File: src/hdl/mbd_pkg.sv
`timescale 1ns / 1ps

package mbd_pkg;

	localparam int WORD_W  = 32;
	localparam int DELAY_W = 32;
	localparam int STAMP_W = 32;
	localparam int INDEX_W = 5;

	typedef logic [1:0] func_t;
	typedef logic [1:0] kind_t;

	// request codes
	localparam func_t FUNC_SAMPLE = 2'd0;
	localparam func_t FUNC_CONFIG = 2'd1;
	localparam func_t FUNC_REINIT = 2'd2;

	// result codes
	localparam kind_t KIND_EDGE   = 2'd0;
	localparam kind_t KIND_DONE   = 2'd1;
	localparam kind_t KIND_REJECT = 2'd2;

	// register indexes
	localparam logic REG_INPUT_MASK = 1'b0;
	localparam logic REG_BYTE_WIDTH = 1'b1;

	// per-lane commands for one evaluation cycle
	typedef struct packed {
		logic reinit;
		logic config_hit;
		logic sample;
	} lane_ctl_t;

	// load command into the merge stage
	typedef struct packed {
		logic  sample;
		logic  single;
		kind_t kind;
	} mbd_load_t;

endpackage

File: src/hdl/mbd_lane.sv
`timescale 1ns / 1ps

module mbd_lane import mbd_pkg::*; #(
	parameter int TIME_BITS = 32
) (
	input  logic                 clk,
	input  logic                 arst_n,
	input  lane_ctl_t            ctl,
	input  logic                 level,
	input  logic                 polarity,
	input  logic [TIME_BITS-1:0] now,
	input  logic [DELAY_W-1:0]   delay,
	output logic                 fire,
	output logic                 inv_pol
);

	localparam int CMP_W = (TIME_BITS > DELAY_W) ? TIME_BITS : DELAY_W;

	logic                 enabled_q;
	logic                 inv_pol_q;
	logic                 debouncing_q;
	logic                 stable_q;
	logic [DELAY_W-1:0]   delay_q;
	logic [TIME_BITS-1:0] start_q;

	logic                 changed;
	logic [TIME_BITS-1:0] elapsed;
	logic                 expired;

	// a fresh change starts its timer now, so elapsed is zero
	always_comb begin
		changed = level != stable_q;
		elapsed = debouncing_q ? (now - start_q) : '0;
		expired = CMP_W'(elapsed) >= CMP_W'(delay_q);
		fire    = ctl.sample && enabled_q && changed && expired;
	end

	assign inv_pol = inv_pol_q;

	always_ff @(posedge clk or negedge arst_n) begin
		if (!arst_n) begin
			enabled_q    <= 1'b0;
			inv_pol_q    <= 1'b0;
			debouncing_q <= 1'b0;
			stable_q     <= 1'b0;
		end else if (ctl.reinit) begin
			enabled_q    <= 1'b0;
			inv_pol_q    <= 1'b0;
			debouncing_q <= 1'b0;
			stable_q     <= level;
		end else if (ctl.config_hit) begin
			enabled_q    <= 1'b1;
			inv_pol_q    <= polarity;
			debouncing_q <= 1'b0;
			stable_q     <= level;
		end else if (ctl.sample && enabled_q) begin
			if (changed) begin
				if (fire) begin
					stable_q     <= level;
					debouncing_q <= 1'b0;
				end else begin
					debouncing_q <= 1'b1;
				end
			end else begin
				// bounced back to the stable level
				debouncing_q <= 1'b0;
			end
		end
	end

	always_ff @(posedge clk) begin
		if (ctl.config_hit) begin
			delay_q <= delay;
		end
		if (ctl.sample && enabled_q && changed && !debouncing_q) begin
			start_q <= now;
		end
	end

endmodule

File: config.mk
export PLATFORM = sky130hd
export DESIGN_NAME = mbd_lane
export DESIGN_NICKNAME = d
export VERILOG_FILES = /design/src/hdl/mbd_pkg.sv /design/src/hdl/mbd_lane.sv
export SDC_FILE = /design/constraint.sdc
export NUM_CORES = 1
export LEC_CHECK = 0
export ABC_AREA = 1
export BUFFER_PORTS_ARGS = -buffer_cell sky130_fd_sc_hd__buf_2
export CAP_MARGIN = 25
export CORE_MARGIN = 2
export CORE_UTILIZATION = 53
export DETAILED_ROUTE_END_ITERATION = 8
export GPL_TIMING_DRIVEN = 0
export HOLD_SLACK_MARGIN = 0.08
export PLACE_DENSITY = 0.78
export SLEW_MARGIN = 10
export SYNTH_ARGS = -nofsm -noshare
export SYNTH_HDL_FRONTEND = slang
export SYNTH_SLANG_ARGS = --single-unit
File: constraint.sdc
create_clock -name clk -period 3.5 [get_ports clk]
set_clock_uncertainty 0.1 [all_clocks]
set_input_delay 0.7 -clock clk [delete_from_list [all_inputs] [get_ports clk]]
set_output_delay 0.7 -clock clk [all_outputs]
set_load 0.03 [all_outputs]
==> results.md, run 1 <==
* Power per cell area at 345 mW/mm²
* Final Power at around 2200 µW
* Synth area leaders: edfxtp_1, ha_1, nand2_1
* Stages on the worst setup path at 20
* Peak per-stage delay on the critical path at around 380 ps
* Fillers at 765
* Final Max Slew Viols at 0
* First-pass iteration count of the detailed router at 5
* Critical path's top delay family: simple AND/OR/NAND/NOR gates
* Routability Congestion at 0.858
* Max-cap violations at 0
* Ys async rst share at 0.0588
* Dominant cell type by area after synthesis: edfxtp_1
* Layout cells sized above 1 at 0.299
* Gate Count Post-Synth at ~650
* Slowest CP cell: ha_1
* HPWL after DPL at 9.77 mm
* Site Rows at 35
* Synth Area per Inst at 7.88 µm²
* Mean routed wirelength per cell at approximately 14 µm
* WL final at approximately 13 mm
* Synth unique cells at 34
* Post-synth top cells: nand2_1, inv_1, nor2_1
* Number of global-route vias before repair at ~4400
* Final hold violation count at 0
* GR Util met2 at 0.396
* Met3 GRT Util at 0.0465
* Hold path depth at 2
* Synth Register Bits at 68
* Syn-to-layout area delta at 26.1%
* Die footprint at roughly 0.010 mm²
* Net Count, Synth at between 700 and 800
* Data arrival, critical path at about 3400 ps
* CTS tree: yes
* Top cell type's share of synthesized area at 0.376
* RSZ-0062 raised after global routing: true
* Fin util at 0.694
* DIE WIDTH at between 100 and 150 µm
* Nets at about 880
* Final setup fails at 1
* Grt total ovfl at 0
* EDFF count, synth at 64
* Violated checks: negative setup slack
* Antenna Cells at 0
* Final critical-path setup slack at -688 ps
* Clk buf depth at 2
* Top-count cell post-synth: nand2_1
* # IOs at between 70 and 80
* Global-route wire length before repair at roughly 20 mm
* Finished Layout Cells at just under 900
* Antenna Violating Nets Remaining at 0
* CTS Root Cell: clkbuf_8
* Status: finished, violations left
* Post-route minimum period at roughly 4200 ps
* Crit path required time at approximately 2700 ps
* Reg2Reg Depth at 26
* Max-slew headroom at 0.540
* Clock sink count at a little under 70
* H-tree Lvls at 3
* Clk slew on worst S/H paths at about 70 ps
* Post-DR vias/cell at between 5 and 6
* CORE AREA at 0.00928 mm²
* Initial drt markers at between 200 and 250
* Residual DRC count at 0
* Setup CP Type: in2out
* Actual slew at the worst max-slew pin at about 690 ps
* Worst skew pair latency at around 350 ps
* Critical path fanouts, max at 4
* DP Area at approximately 0.0057 mm²
* Pre-CTS setup slack at -972 ps
* Largest net degree at the start of global routing at 36
* Initial antenna violation count at 0
* Sequential cell area at 0.00202 mm²
* Total GRT Usage at 0.247
* Die height at 102 µm
* Via Count at around 4600
* Startpoint types: input port
* LEAKAGE at approximately 0.003 µW
* Peak VDD IR at around 0.00023 V
* Crit share post-route at 1.20
* Placed cell count at about 850
* Critical-path cell list: buf_2, ha_1, a21oi_2, o21ai_1, a21oi_2, nor2_1, nor2_2, nand3_2, nand2_2, nor2_4, ha_4, nand2_2, nor2_4, nand4_1, a21oi_2, nor2_2, nand2_1, nand2_2, inv_4, buf_6
* Upper clock frequency limit at 0.239 GHz
* CP Capture Type: output pin
* Design area at around 0.0064 mm²
* Register area share after synthesis at 0.396
* Warnings, synthesis at 0
* CTS buffer count at 9
* HP Class: reg2reg
* GRT Max-Usage Layer: met2
* GR Util met1 at 0.345
* WP buf/inv at 3
* Cell area after synthesis at 0.00511 mm²
* I/O Buffers at 72
* Most used DFF post-synth: edfxtp_1
* Initial Util at 0.551
* Multi-input gate area at between 0.003 and 0.004 mm²
## per-stage QoR
step	setup TNS [ps]	hold WS [ps]
finish	-688	409
global route	-962	404
detailed placement	-1590	391
global placement	-2220	366
CTS	-731	412
floorplan	-202	304
## final timing paths
check | start | end | slack, ps
setup / recovery | now[17] | fire | -690
hold / removal | inv_pol | inv_pol | 410
setup reg to reg | start_q[0] | stable_q | 180
hold reg to reg | inv_pol | inv_pol | 410
max in group asynchronous | arst_n | enabled_q | 2590
min in group asynchronous | arst_n | stable_q | 590
## layout make-up
class                           count  area share
Buffer                              3     0.00388
Clock buffer                       10      0.0198
Clock inverter                      6      0.0175
Inverter                          111      0.0658
Multi-Input combinational cell    467       0.479
Sequential cell                    68       0.314
Tap cell                          129      0.0250
Timing Repair Buffer               83      0.0753
## cells in the final DEF, fill, tap and decap left out, types with 7 or more instances in the layout
cell / count
o21ai_1: 17
buf_4: 9
edfxtp_1: 64
buf_2: 70
ha_4: 7
nor2_4: 7
nand2_1: 123
nand3_1: 16
inv_1: 104
ha_1: 41
nor2_1: 64
o21ai_0: 20
nor2_2: 15
a21oi_1: 47
clkbuf_8: 10
nand2_2: 25
ha_2: 15
a21oi_2: 24
## sequential cells by signal (all words and copies together) (netlist names)
register      count
debouncing_q      1
inv_pol           1
delay_q          32
stable_q          1
enabled_q         1
start_q          32
## kinds of logic after synthesis
logic type      after synthesis  synth area share
buf+inv                     114            0.0864
fa+ha+maj                    64             0.158
xor+xnor                      1           0.00171
flops                        68             0.396
simple gates                280             0.233
compound gates              122             0.125
## timing repair
action | CTS | global route
setup buffers | 8 | 2
hold endpoints to repair | 4 | 0
gates resized for setup | 26 | 107
hold buffers | 1 | 0
setup endpoints to repair | 1 | 3
cloned | 0 | 0
pin swaps | 15 | 41
## tightest hold or removal path: cells and delay by family, from the launching register on
| family | cells | cell delay, ps |
|---|---|---|
| flops | 1 | 350 |
| simple gates | 1 | 60 |
| compound gates | 1 | 60 |
## metal layers
metal  up-vias  part of all wire
met5         -                 0
met4         0             0.015
met3        18             0.051
met2       148              0.46
met1      2057              0.48
li1       2329                 -
## where the power goes
group          leakage, µW  internal, µW  total (µW)  switching (µW)
Combinational      0.00222           182         473             291
Clock             0.000120           475         796             321
Sequential        0.000657           940         953            13.3
Power figures use the tool's default switching activity.
==> run 2: changes to the inputs <==
- CORE_UTILIZATION: 53 -> 59
- PLACE_DENSITY: 0.78 -> 0.82
- clock period: 3.5 -> 4.6 ns (I/O delays scaled with it)
==> results.md, run 2 (same netlist as run 1, synthesis figures left out) <==
* Global-route wire length before repair at 21.3 mm (was 19.9 mm)
* Flop2flop setup slack at 1160 ps (was 180 ps)
* Number of global-route vias before repair at 4626 (was 4399)
* HPWL after DPL at 9.79 mm (was 9.77 mm)
* Power per cell area at 248 mW/mm² (was 345 mW/mm²)
* Post-route minimum period at about 4600 ps
* Most frequent cells in the layout: nand2_1, inv_1, buf_2 (unchanged)
* Via Count at 4728 (was 4552)
* WL final at 13.5 mm (was 12.6 mm)
* Max-slew headroom at 0.519 (was 0.540)
* Routability Congestion at 0.910 (was 0.858)
* DIE WIDTH at 97.1 µm (was 102 µm)
* Clk slew on worst S/H paths at 80 ps (was 70 ps)
* Antenna Cells at 0 (unchanged)
* Internal at 1110 µW (was 1600 µW)
* Sw frac at 0.305 (was 0.281)
* Total GRT Usage at 0.281 (was 0.247)
* Post-DR vias/cell at 5.53 (was 5.19)
* I/O Buffers at 72 (unchanged)
* Final setup fails at 1 (unchanged)
* P_sw at 487 µW (was 625 µW)
* DP Area at 0.00564 mm² (was 0.00568 mm²)
* Initial antenna violation count at 0 (unchanged)
* Die footprint at 0.00942 mm² (was 0.0104 mm²)
* CTS Root Cell: clkbuf_8 (unchanged)
* Clock sink count at 68 (unchanged)
* # IOs at 73 (unchanged)
* Cts hold-fix bufs at 0 (was 1)
* Worst skew pair latency at 350 ps (about the same)
* Pre-CTS setup slack at -250 ps (was -972 ps)
* Antenna Violating Nets Remaining at 0 (unchanged)
* Largest net degree at the start of global routing at 36 (unchanged)
* Grt total ovfl at 0 (unchanged)
* First-pass iteration count of the detailed router at 6 (was 5)
* Violated checks: negative setup slack (unchanged)
* Status: finished, violations left (unchanged)
* Layout cells sized above 1 at 0.305 (was 0.299)
* Crit path required time at 3580 ps (was 2700 ps)
* Clock power share at 0.308 (was 0.358)
* Design area at 0.00644 mm² (was 0.00645 mm²)
* Initial drt markers at 316 (was 236)
* Site Rows at 33 (was 35)
* H-tree Lvls at 3 (unchanged)
* Syn-to-layout area delta at 26.0% (was 26.1%)
* Upper clock frequency limit at about 0.22 GHz
* CORE AREA at 0.00830 mm² (was 0.00928 mm²)
* Clk buf depth at 2 (unchanged)
* Setup CP Type: in2out (unchanged)
* Critical path fanouts, max at 4 (unchanged)
* Commonest non-fill, non-tap cell in the layout: nand2_1 (unchanged)
* Sequential power share at 0.454 (was 0.429)
* RSZ-0062 raised after global routing: true (unchanged)
* Biggest regs: delay_q x32, start_q x32 (unchanged)
* Die height at 97.1 µm (was 102 µm)
* Logic pwr share at 0.238 (was 0.213)
* Final hold slack at 262 ps (was 409 ps)
* Actual slew at the worst max-slew pin at 722 ps (was 690 ps)
* Max-cap violations at 0 (unchanged)
* CTS tree: yes (unchanged)
* Peak VDD IR at 0.000234 V (was 0.000232 V)
* CP Capture Type: output pin (unchanged)
* Startpoint types: input port (unchanged)
* CTS buffer count at 9 (unchanged)
* Nets at 880 (was 878)
* Mean routed wirelength per cell at 15.7 µm (was 14.3 µm)
* Data arrival, critical path at 3600 ps (was 3390 ps)
* Final Max Slew Viols at 0 (unchanged)
* Final critical-path setup slack at -19.2 ps (was -688 ps)
* LEAKAGE at 0.00299 µW (was 0.00300 µW)
* Crit share post-route at 1.00
* Final hold violation count at 0 (unchanged)
* Residual DRC count at 0 (unchanged)
* Initial Util at 0.616 (was 0.551)
* HP Class: in2async (was reg2reg)
run 2: final timing paths:
kind / startpoint / to / cells past startpoint
worst max-delay path: now[0] / fire / 27
worst min-delay path: arst_n / enabled_q / 1
worst max register to register: start_q[5] / debouncing_q / 22
worst min register to register: inv_pol / inv_pol / 2
max in group asynchronous: arst_n / debouncing_q / 1
min in group clk: inv_pol / inv_pol / 2
run 2: repair_timing:
item | CTS | global route
hold endpoints to repair | 0 | 0
pin swaps | 14 | 28
resized for setup | 37 | 105
setup endpoints to repair | 1 | 1
buffers inserted | 8 | 4
run 2: cell type report:
class,instances,area (µm²)
timing repair buffer,85,490
buffer,3,25.0
multi-input combinational,467,3160
tap,105,131
clock inverter,7,67.6
clock buffer,9,124
sequential,68,2020
fill,606,1860
inverter,111,422
run 2: power by group through the flow:
stage          Sequential, µW  Combinational [µW]  Clock (µW)
4_1_cts                   725                 316         498
2_1_floorplan             737                 191           0
5_1_grt                   728                 421         529
6_report                  725                 380         491
3_5_place_dp              739                 294           0
3_3_place_gp              738                 278           0
run 2: stage by stage:
stage | cells | TNS, ps | utilization | power, µW
after detailed placement | 827 | -250 | 0.679 | 1030
after CTS | 851 | -69.7 | 0.723 | 1540
after global placement | 826 | -171 | 0.675 | 1020
final | 855 | -19.2 | 0.776 | 1600
after floorplan | 649 | 0 | - | 928
after global routing | 855 | -221 | 0.776 | 1680
run 2: worst max-delay path, stage by stage:
cell     delay, ps
buf_6          100
inv_4           40
ha_4           120
inv_4           30
fa_2           340
nand2_2         80
nand2_2         60
o21ai_4         90
inv_2           60
nand2_2         70
nand2_4         70
nand2_4         70
nand2_4         70
buf_4          160
a21oi_4        180
ha_4           220
nand2_2         80
nor2_4          40
nand2_1         80
a21oi_2         40
nor2_1         140
nand2_1        110
nand2_1         90
nand2_2         60
nand2_2         70
inv_2           40
buf_6          130
run 2: per-layer routing:
layer | up-vias | GRT usage | wire length (µm)
met2 | 207 | 0.450 | 6440
met5 | - | 0 | 0
met3 | 29 | 0.0475 | 834
met1 | 2156 | 0.386 | 5910
li1 | 2336 | - | -
met4 | 0 | 0.101 | 280
