$ cat config.mk
export PLATFORM = sky130hd
export DESIGN_NAME = mbd_merge_flat
export DESIGN_NICKNAME = d
export VERILOG_FILES = /design/src/hdl/mbd_pkg.sv /design/src/hdl/mbd_rsp_if.sv /design/src/hdl/mbd_merge.sv /design/src/flat_wrapper.sv
export SDC_FILE = /design/constraint.sdc
export NUM_CORES = 1
export LEC_CHECK = 0
export BUFFER_PORTS_ARGS = -buffer_cell sky130_fd_sc_hd__clkbuf_2
export CORE_UTILIZATION = 50
export DETAILED_ROUTE_END_ITERATION = 8
export GPL_ROUTABILITY_DRIVEN = 0
export PLACE_DENSITY_LB_ADDON = 0.08
export REMOVE_ABC_BUFFERS = 1
export SYNTH_ARGS = -nofsm -noshare
export SYNTH_HDL_FRONTEND = slang
export SYNTH_SLANG_ARGS = --single-unit
$ cat constraint.sdc
create_clock -name clk -period 5.4 [get_ports clk]
set_input_delay 0 -clock clk [delete_from_list [all_inputs] [get_ports clk]]
set_output_delay 0 -clock clk [all_outputs]
set_load 0.05 [all_outputs]
$ cat src/hdl/mbd_pkg.sv
`timescale 1ns / 1ps

package mbd_pkg;

	localparam int WORD_W  = 32;
	localparam int DELAY_W = 32;
	localparam int STAMP_W = 32;
	localparam int INDEX_W = 5;

	typedef logic [1:0] func_t;
	typedef logic [1:0] kind_t;

	// request codes
	localparam func_t FUNC_SAMPLE = 2'd0;
	localparam func_t FUNC_CONFIG = 2'd1;
	localparam func_t FUNC_REINIT = 2'd2;

	// result codes
	localparam kind_t KIND_EDGE   = 2'd0;
	localparam kind_t KIND_DONE   = 2'd1;
	localparam kind_t KIND_REJECT = 2'd2;

	// register indexes
	localparam logic REG_INPUT_MASK = 1'b0;
	localparam logic REG_BYTE_WIDTH = 1'b1;

	// per-lane commands for one evaluation cycle
	typedef struct packed {
		logic reinit;
		logic config_hit;
		logic sample;
	} lane_ctl_t;

	// load command into the merge stage
	typedef struct packed {
		logic  sample;
		logic  single;
		kind_t kind;
	} mbd_load_t;

endpackage

$ cat src/hdl/mbd_rsp_if.sv
`timescale 1ns / 1ps

interface mbd_rsp_if import mbd_pkg::*; ();
	logic               valid;
	logic               ready;
	kind_t              kind;
	logic [INDEX_W-1:0] event_bit;
	logic               rising;
	logic               now_active;
	logic [STAMP_W-1:0] stamp_ms;
	logic               last;

	modport source (
		output valid, kind, event_bit, rising, now_active, stamp_ms, last,
		input  ready
	);

	modport sink (
		input  valid, kind, event_bit, rising, now_active, stamp_ms, last,
		output ready
	);
endinterface

$ cat src/hdl/mbd_merge.sv
`timescale 1ns / 1ps

module mbd_merge import mbd_pkg::*; #(
	parameter int LANES = 32
) (
	input  logic               clk,
	input  logic               arst_n,
	input  mbd_load_t          ld,
	input  logic [LANES-1:0]   fire,
	input  logic [LANES-1:0]   level,
	input  logic [LANES-1:0]   inv_pol,
	input  logic [STAMP_W-1:0] stamp,
	output logic               busy,
	mbd_rsp_if.source          rsp
);

	logic [LANES-1:0]   pending_q;
	logic               single_q;
	kind_t              kind_q;

	logic               valid_q;
	kind_t              out_kind_q;
	logic [INDEX_W-1:0] out_bit_q;
	logic               out_rising_q;
	logic               out_active_q;
	logic [STAMP_W-1:0] out_stamp_q;
	logic               out_last_q;

	logic               can_load;
	logic [LANES-1:0]   pick;
	logic [LANES-1:0]   rest;
	logic [INDEX_W-1:0] pick_idx;

	// lowest pending lane first
	always_comb begin
		can_load = !valid_q || rsp.ready;
		pick     = pending_q & (~pending_q + LANES'(1));
		rest     = pending_q & ~pick;
		pick_idx = '0;
		for (int i = 0; i < LANES; i++) begin
			if (pick[i]) begin
				pick_idx = pick_idx | INDEX_W'(i);
			end
		end
	end

	assign busy = single_q || (pending_q != '0);

	always_ff @(posedge clk or negedge arst_n) begin
		if (!arst_n) begin
			pending_q <= '0;
			single_q  <= 1'b0;
			valid_q   <= 1'b0;
		end else begin
			if (ld.sample) begin
				pending_q <= fire;
			end else if (can_load && !single_q) begin
				pending_q <= rest;
			end
			if (ld.single) begin
				single_q <= 1'b1;
			end else if (can_load) begin
				single_q <= 1'b0;
			end
			if (can_load) begin
				valid_q <= busy;
			end
		end
	end

	always_ff @(posedge clk) begin
		if (ld.single) begin
			kind_q <= ld.kind;
		end
		if (can_load) begin
			out_stamp_q <= stamp;
			if (single_q) begin
				out_kind_q   <= kind_q;
				out_bit_q    <= '0;
				out_rising_q <= 1'b0;
				out_active_q <= 1'b0;
				out_last_q   <= 1'b1;
			end else begin
				out_kind_q   <= KIND_EDGE;
				out_bit_q    <= pick_idx;
				out_rising_q <= |(pick & level);
				out_active_q <= |(pick & (level ^ inv_pol));
				out_last_q   <= rest == '0;
			end
		end
	end

	assign rsp.valid      = valid_q;
	assign rsp.kind       = out_kind_q;
	assign rsp.event_bit  = out_bit_q;
	assign rsp.rising     = out_rising_q;
	assign rsp.now_active = out_active_q;
	assign rsp.stamp_ms   = out_stamp_q;
	assign rsp.last       = out_last_q;

	a_load_idle: assert property (@(posedge clk) disable iff (!arst_n)
		(ld.sample || ld.single) |-> !busy)
		else $error("merge loaded while still draining");

	a_pending_shrinks: assert property (@(posedge clk) disable iff (!arst_n)
		!ld.sample |=> (pending_q & ~$past(pending_q)) == '0)
		else $error("pending events grew without a load");

endmodule

$ cat src/flat_wrapper.sv
// flat-port wrapper written by rule: the top's interface ports become plain ports
module mbd_merge_flat import mbd_pkg::*;
#(
	parameter int LANES = 32
)
  (clk, arst_n, ld, fire, level, inv_pol, stamp, busy, rsp_valid, rsp_kind, rsp_event_bit, rsp_rising, rsp_now_active, rsp_stamp_ms, rsp_last, rsp_ready);
  mbd_rsp_if rsp_i ();
  input  logic clk;
  input  logic arst_n;
  input  mbd_load_t ld;
  input  logic [LANES-1:0] fire;
  input  logic [LANES-1:0] level;
  input  logic [LANES-1:0] inv_pol;
  input  logic [STAMP_W-1:0] stamp;
  output logic busy;
  output wire logic [$bits(rsp_i.valid)-1:0] rsp_valid;
  output wire logic [$bits(rsp_i.kind)-1:0] rsp_kind;
  output wire logic [$bits(rsp_i.event_bit)-1:0] rsp_event_bit;
  output wire logic [$bits(rsp_i.rising)-1:0] rsp_rising;
  output wire logic [$bits(rsp_i.now_active)-1:0] rsp_now_active;
  output wire logic [$bits(rsp_i.stamp_ms)-1:0] rsp_stamp_ms;
  output wire logic [$bits(rsp_i.last)-1:0] rsp_last;
  input wire logic [$bits(rsp_i.ready)-1:0] rsp_ready;
  assign rsp_valid = rsp_i.valid;
  assign rsp_kind = rsp_i.kind;
  assign rsp_event_bit = rsp_i.event_bit;
  assign rsp_rising = rsp_i.rising;
  assign rsp_now_active = rsp_i.now_active;
  assign rsp_stamp_ms = rsp_i.stamp_ms;
  assign rsp_last = rsp_i.last;
  assign rsp_i.ready = rsp_ready;
  mbd_merge #(.LANES(LANES)) u_core (.clk(clk), .arst_n(arst_n), .ld(ld), .fire(fire), .level(level), .inv_pol(inv_pol), .stamp(stamp), .busy(busy), .rsp(rsp_i));
endmodule
==> flow_metrics.py, run 1 <==
metrics = {
    "final_layout": {
        "layout_common_cells": "clkbuf_2 (178), dlygate4sd3_1 (69), nand2_1 (65)",
        "mostFrequentLayoutCell": "clkbuf_2",
        "final_nets": 845,
        "layout-drive-gt1-share_pct": 29.65,
        "antenna-diode-count": 0,
        "fillCellCount": 682,
        "fin_area_sq_mm": 0.006384,
        "syn2layout_area_growth_pct": 38.12,
    },
    "floorplan": {
        "die_w_um": 98.15,
        "pin_count": 179,
        "dieArea_sq_mm": 0.009632,
        "rows": 34,
        "start_util_pct": 52.23,
        "die_y_um": 98.15,
        "core_sq_mm": 0.008848,
    },
    "timing": {
        "finalHoldViolCount": 0,
        "min_period_ns": 2.996,
        "fmax_ghz": 0.3338,
        "final_max_slew_viol_count": 0,
        "tightest_slew_ns": 1.057,
        "setup_viol": 0,
        "hold_slack_ns": 0.1359,
        "finClkSkew_ns": 0.01649,
        "finalCritPeriodShare_pct": 55.47,
        "slew_headroom_pct": 29.51,
        "setup_tns_ns": 0,
        "rsz0062_at_grt": "no",
    },
    "run": {
        "drv_cap": 0,
    },
    "placement": {
        "hpwl_um": 10450,
        "port-buffer-count": 178,
        "placed_area_sq_mm": 0.005498,
    },
    "worst_setup_path": {
        "worstSetupPathType": "reg -> out",
        "cp-end-kind": "primary output",
        "reg2reg_from": "u_core.pending_q[2]",
        "slowest_delay_ns": 0.53,
        "cp_common_cell": "nor4_4",
        "crit_chain": "nor4_4 -> nand4_4 -> nor4_4 -> nand2_2 -> or4_4 -> clkbuf_2",
        "critPathLaunchType": "flip-flop",
        "crit_buf_inv": 1,
        "critPathSlowestCell": "nor4_4",
        "cp_max_fo": 9,
        "critPathLaunch": "u_core.pending_q[19]",
        "cp.required_ns": 5.40,
        "cp.arrival_ns": 3.00,
        "critPathTopFamily": "simple AND/OR/NAND/NOR gates",
    },
    "synthesis": {
        "ys_seq_elements": 78,
        "async_reset_ff_share_pct": 43.59,
        "synthCells": 479,
        "yosysWarningCount": 0,
        "ys.flop_type": "edfxtp_1",
        "syn_area_per_cell_sq_um": 9.649,
        "yosysSeqAreaShare_pct": 47.00,
        "synth_edf_count": 44,
        "synth_top_area_share_pct": 28.59,
        "ys_types": 70,
        "syn_area_sq_mm": 0.004622,
        "yosys.area.top_type": "edfxtp_1",
        "ys_top_cells_by_area": "edfxtp_1 (29%), dfrtp_1 (18%), o21ai_0 (6.6%)",
    },
    "cts": {
        "root_buffer": "clkbuf_8",
        "cts_tree": "built",
        "clk_pin_slew_ns": 0.09,
        "cts_max_level": 3,
        "clk_latency_ns": 0.36,
        "clk_path_buf_depth": 2,
        "cts.sinks": 78,
        "numCtsBuffers": 9,
        "cts_resized": 0,
    },
    "global_route": {
        "grt_max_degree": 65,
        "grt_pass1_wl_um": 23580,
        "grt_usage_pct": 31.42,
        "grt_pass1_vias": 4735,
        "antenna_found_initial": 0,
        "grt-ovfl-total": 0,
    },
    "drt": {
        "routed_wirelength_um": 15090,
        "vias": 4877,
        "dr.pass1.iters": 9,
        "drtIter0Drc": 497,
        "drc": 17,
        "antenna_left": 0,
        "vias_per_cell": 5.926,
        "routedWlPerCell_um": 18.33,
    },
    "pwr": {
        "ir_worst_vdd_uv": 136.3,
        "p_leak_nw": 2.690,
        "cellPowerDensity_mw_per_mm2": 242.6,
    },
    "min_path": {
        "hp-class": "in -> reg",
        "hp-start": "level[28]",
    },
    "run_status": {
        "status": "complete, but fails checks",
        "violations": "design-rule violations",
    },
}
stage by stage:
stage | cells | util [%] | setup WS [ns] | power (W)
after global routing | 823 | 72.14 | 2.240 | 0.001608
after floorplan | 451 | - | 2.575 | 0.0009175
after CTS | 823 | 72.14 | 2.406 | 0.001542
final | 823 | 72.14 | 2.404 | 0.001549
after detailed placement | 738 | 62.13 | 2.594 | 0.001054
after global placement | 738 | 62.13 | 2.527 | 0.001050
sequential cells by signal, summed over array words and instances, names as in the netlist:
name / count
u_core.kind_q: 2
u_core.pending_q: 32
u_core.rsp.event_bit: 5
u_core.rsp.kind: 2
u_core.rsp.last: 1
u_core.rsp.now_active: 1
u_core.rsp.rising: 1
u_core.rsp.stamp_ms: 32
u_core.rsp.valid: 1
u_core.single_q: 1
metal layers:
layer,global-route usage (%),vias to the layer above,wire length (um)
met4,12.74,0,558
li1,-,2267,-
met1,38.33,2224,5837
met3,7.301,59,1470
met2,53.74,327,7219
met5,0,-,0
cell usage after synthesis (4+ instances only):
master,count
and3_1,4
a211oi_1,4
inv_1,11
nand3_1,16
buf_2,4
a31oi_1,5
xor2_1,24
dfrtp_1,34
or3_1,5
a311oi_1,4
a32oi_1,4
nand4_1,7
o31ai_1,4
a221oi_1,4
a21oi_1,13
nor3_1,16
edfxtp_1,44
nor2_1,24
clkbuf_1,16
xnor2_1,8
nor4_1,11
nand2b_1,6
a22oi_1,7
maj3_1,4
nand2_1,65
nor2b_1,7
o21ai_0,61
worst paths after layout:
check	end	slack [ns]	depth (start not counted)
setup / recovery	busy	2.40	6
hold / removal	u_core.rsp.rising	0.14	3
setup reg to reg	u_core.rsp.rising	2.46	7
hold reg to reg	u_core.rsp.kind[0]	0.55	1
max in group asynchronous	u_core.pending_q[28]	4.55	2
min in group asynchronous	u_core.pending_q[2]	0.28	2
cell type report:
cell class / instances / area, sq um / area share [%]
multi-input cells: 362 / 2251 / 35.26
clock buffers: 10 / 127.6 / 1.999
well taps: 108 / 135.1 / 2.117
repair buffers: 248 / 1589 / 24.89
flip-flops and latches: 78 / 2172 / 34.03
clock inverters: 6 / 67.56 / 1.058
inverters: 11 / 41.29 / 0.6468
repair_timing:
item	4_1_cts	5_1_grt
buffers inserted	0	0
endpoints found under the hold margin	103	0
hold buffers	69	0
power breakdown:
group	switching (W)	internal [W]	leakage [nW]	total, W
Sequential	0.0000660	0.000674	0.844	0.000740
Clock	0.000240	0.000217	0.0933	0.000456
Combinational	0.000206	0.000146	1.75	0.000352
Total	0.000512	0.00104	2.69	0.00155
worst min-delay path: stages:
cell      delay (ns)
clkbuf_2        0.10
nand3_1         0.08
a41oi_1         0.12
cell families (layout without fill, tap and decap cells):
kind of cell             count (synthesis)  after routing  synth area share (%)
buffers and inverters                   39            275                 4.304
flip-flops                              78             78                 47.00
AND/OR/NAND/NOR                        193            193                 23.28
adder cells (fa/ha/maj)                  4              4                0.8663
AO/OA/AOI/OAI                          133            133                 18.49
XOR/XNOR                                32             32                 6.064
(Power assumes the default switching activity.)
==> run 2: changes to the inputs <==
==> constraint.sdc (replaced) <==
create_clock -name clk -period 2.8 [get_ports clk]
set_input_delay 0 -clock clk [delete_from_list [all_inputs] [get_ports clk]]
set_output_delay 0 -clock clk [all_outputs]
set_load 0.05 [all_outputs]
==> run 2 against run 1 <==
  * The run still ends with design-rule violations left
  * Sequential cell count is the same
  * Clock skew down 0.0058 ns
  * Global-route usage increased by 1.0 points
  * Critical path type unchanged
  * Highest routed layer unchanged
  * Clock power rose by 92%
  * Count of clock-buffer cells in the layout fell by 1
==> flow_metrics.py, run 2 (synthesized netlist as in run 1, its figures left out) <==
metrics = {
    "final_layout": {
        "fin_area_sq_mm": 0.006576,
        "antenna-diode-count": 0,
        "syn2layout_area_growth_pct": 42.28,
        "mostFrequentLayoutCell": "clkbuf_2",
        "layout.cells.non_filler": 841,
        "final_nets": 863,
        "layout_common_cells": "clkbuf_2 (178), dlygate4sd3_1 (69), nand2_1 (65)",
        "layout-drive-gt1-share_pct": 32.47,
    },
    "timing": {
        "final_max_slew_viol_count": 0,
        "setup_viol": 0,
        "tightest_slew_ns": 1.078,
        "hold_slack_ns": 0.06821,
        "slew_headroom_pct": 28.16,
        "min_period_ns": 2.742,
        "finalHoldViolCount": 0,
        "layout_setup_ws_ns": 0.05816,
        "finClkSkew_ns": 0.01069,
        "finalCritPeriodShare_pct": 97.92,
        "fmax_ghz": 0.3647,
    },
    "cts": {
        "cts_max_level": 3,
        "root_buffer": "clkbuf_8",
        "cts.sinks": 78,
        "clk_path_buf_depth": 2,
        "clk_pin_slew_ns": 0.10,
        "cts_tree": "built",
        "clk_latency_ns": 0.39,
        "numCtsBuffers": 9,
    },
    "worst_setup_path": {
        "worstSetupPathType": "reg -> out",
        "cp_common_cell": "nor4_4",
        "cp.required_ns": 2.80,
        "crit_buf_inv": 1,
        "cp_max_fo": 12,
        "reg2reg_from": "u_core.pending_q[6]",
        "critPathTopFamily": "simple AND/OR/NAND/NOR gates",
        "cp.arrival_ns": 2.74,
        "slowest_delay_ns": 0.56,
        "critPathLaunchType": "flip-flop",
        "critPathLaunch": "u_core.pending_q[6]",
        "critPathSlowestCell": "dfrtp_1",
        "cp-end-kind": "primary output",
        "crit_chain": "nor4_4 -> nand3_4 -> nor4_4 -> nand2_2 -> or4_4 -> clkbuf_2",
    },
    "drt": {
        "dr.pass1.iters": 9,
        "antenna_left": 0,
        "drtIter0Drc": 554,
        "drc": 15,
        "vias_per_cell": 5.907,
        "routedWlPerCell_um": 18.45,
        "routed_wirelength_um": 15520,
        "vias": 4968,
    },
    "floorplan": {
        "die_w_um": 98.15,
        "core_sq_mm": 0.008848,
        "die_y_um": 98.15,
        "rows": 34,
        "start_util_pct": 52.23,
        "dieArea_sq_mm": 0.009632,
        "pin_count": 179,
    },
    "pwr": {
        "p_leak_nw": 2.787,
        "ir_worst_vdd_uv": 213.4,
        "total_power_w": 0.003020,
        "cellPowerDensity_mw_per_mm2": 459.3,
    },
    "min_path": {
        "hp-start": "level[30]",
        "hp-class": "in -> reg",
    },
    "global_route": {
        "grt_max_degree": 65,
        "grt-ovfl-total": 0,
        "grt_pass1_wl_um": 24050,
        "grt_pass1_vias": 4829,
        "antenna_found_initial": 0,
        "grt_usage_pct": 32.46,
    },
    "placement": {
        "placed_area_sq_mm": 0.005618,
        "hpwl_um": 10830,
        "dp_slack_ns": 0.2184,
        "port-buffer-count": 178,
        "dp.cells": 754,
    },
    "run_status": {
        "status": "complete, but fails checks",
        "violations": "design-rule violations",
    },
    "run": {
        "drv_cap": 0,
    },
}
run 2: cell types whose count changed in the layout (fill, tap and decap cells not counted), sizes merged:
cell	previous run	this run
buf	1	19
inv	13	16
clkinvlp	2	0
bufinv	1	0
clkbuf	188	187
clkinv	1	2
run 2: timing repair:
action                                  in CTS  in global routing
pin swaps                                    1                  4
hold endpoints to repair                   103                  0
hold buffers                                69                  0
setup buffers                                1                  1
endpoints found under the setup margin       1                  4
resized for setup                            1                 12
run 2: worst register-to-register path, cell delays in order, from the launching register on:
cell	delay [ns]
dfrtp_1	0.56
nor4_2	0.35
nand2_1	0.16
or3_1	0.50
nor4_1	0.39
buf_4	0.20
a32o_1	0.12
a2111oi_1	0.05
a41oi_1	0.17
run 2: worst paths after layout:
path	endpoint	slack (ns)	cells after the start
max in group asynchronous	u_core.pending_q[16]	1.90	2
setup reg to reg	u_core.rsp.rising	0.17	8
hold / removal	u_core.rsp.rising	0.07	3
setup / recovery	busy	0.06	6
min in group asynchronous	u_core.pending_q[24]	0.28	2
hold reg to reg	u_core.rsp.kind[0]	0.55	1
run 2: layout make-up:
type                    count  area, sq um
flip-flops and latches     78         2180
multi-input cells         362         2298
well taps                 108        135.1
clock buffers               9        123.9
fillers                   665         2272
inverters                  11        41.29
clock inverters             7        73.82
repair buffers            266         1724
run 2: stage by stage:
stage	setup TNS [ns]	utilization [%]
2_1_floorplan	-0.02455	-
3_3_place_gp	0	63.49
3_5_place_dp	0	63.49
4_1_cts	0	73.71
5_1_grt	-0.01137	74.32
6_report	0	74.32
run 2: metal layers:
metal / vias up / track usage, % / routed length [um]
li1: 2299 / - / -
met1: 2307 / 38.99 / 6095
met2: 314 / 56.23 / 7503
met3: 48 / 8.304 / 1453
met4: 0 / 11.94 / 465
met5: - / 0 / 0
run 2: power by group:
part           internal [W]  switching, W
Sequential          0.00130      0.000125
Clock              0.000353      0.000523
Combinational      0.000301      0.000418
Total               0.00196       0.00106
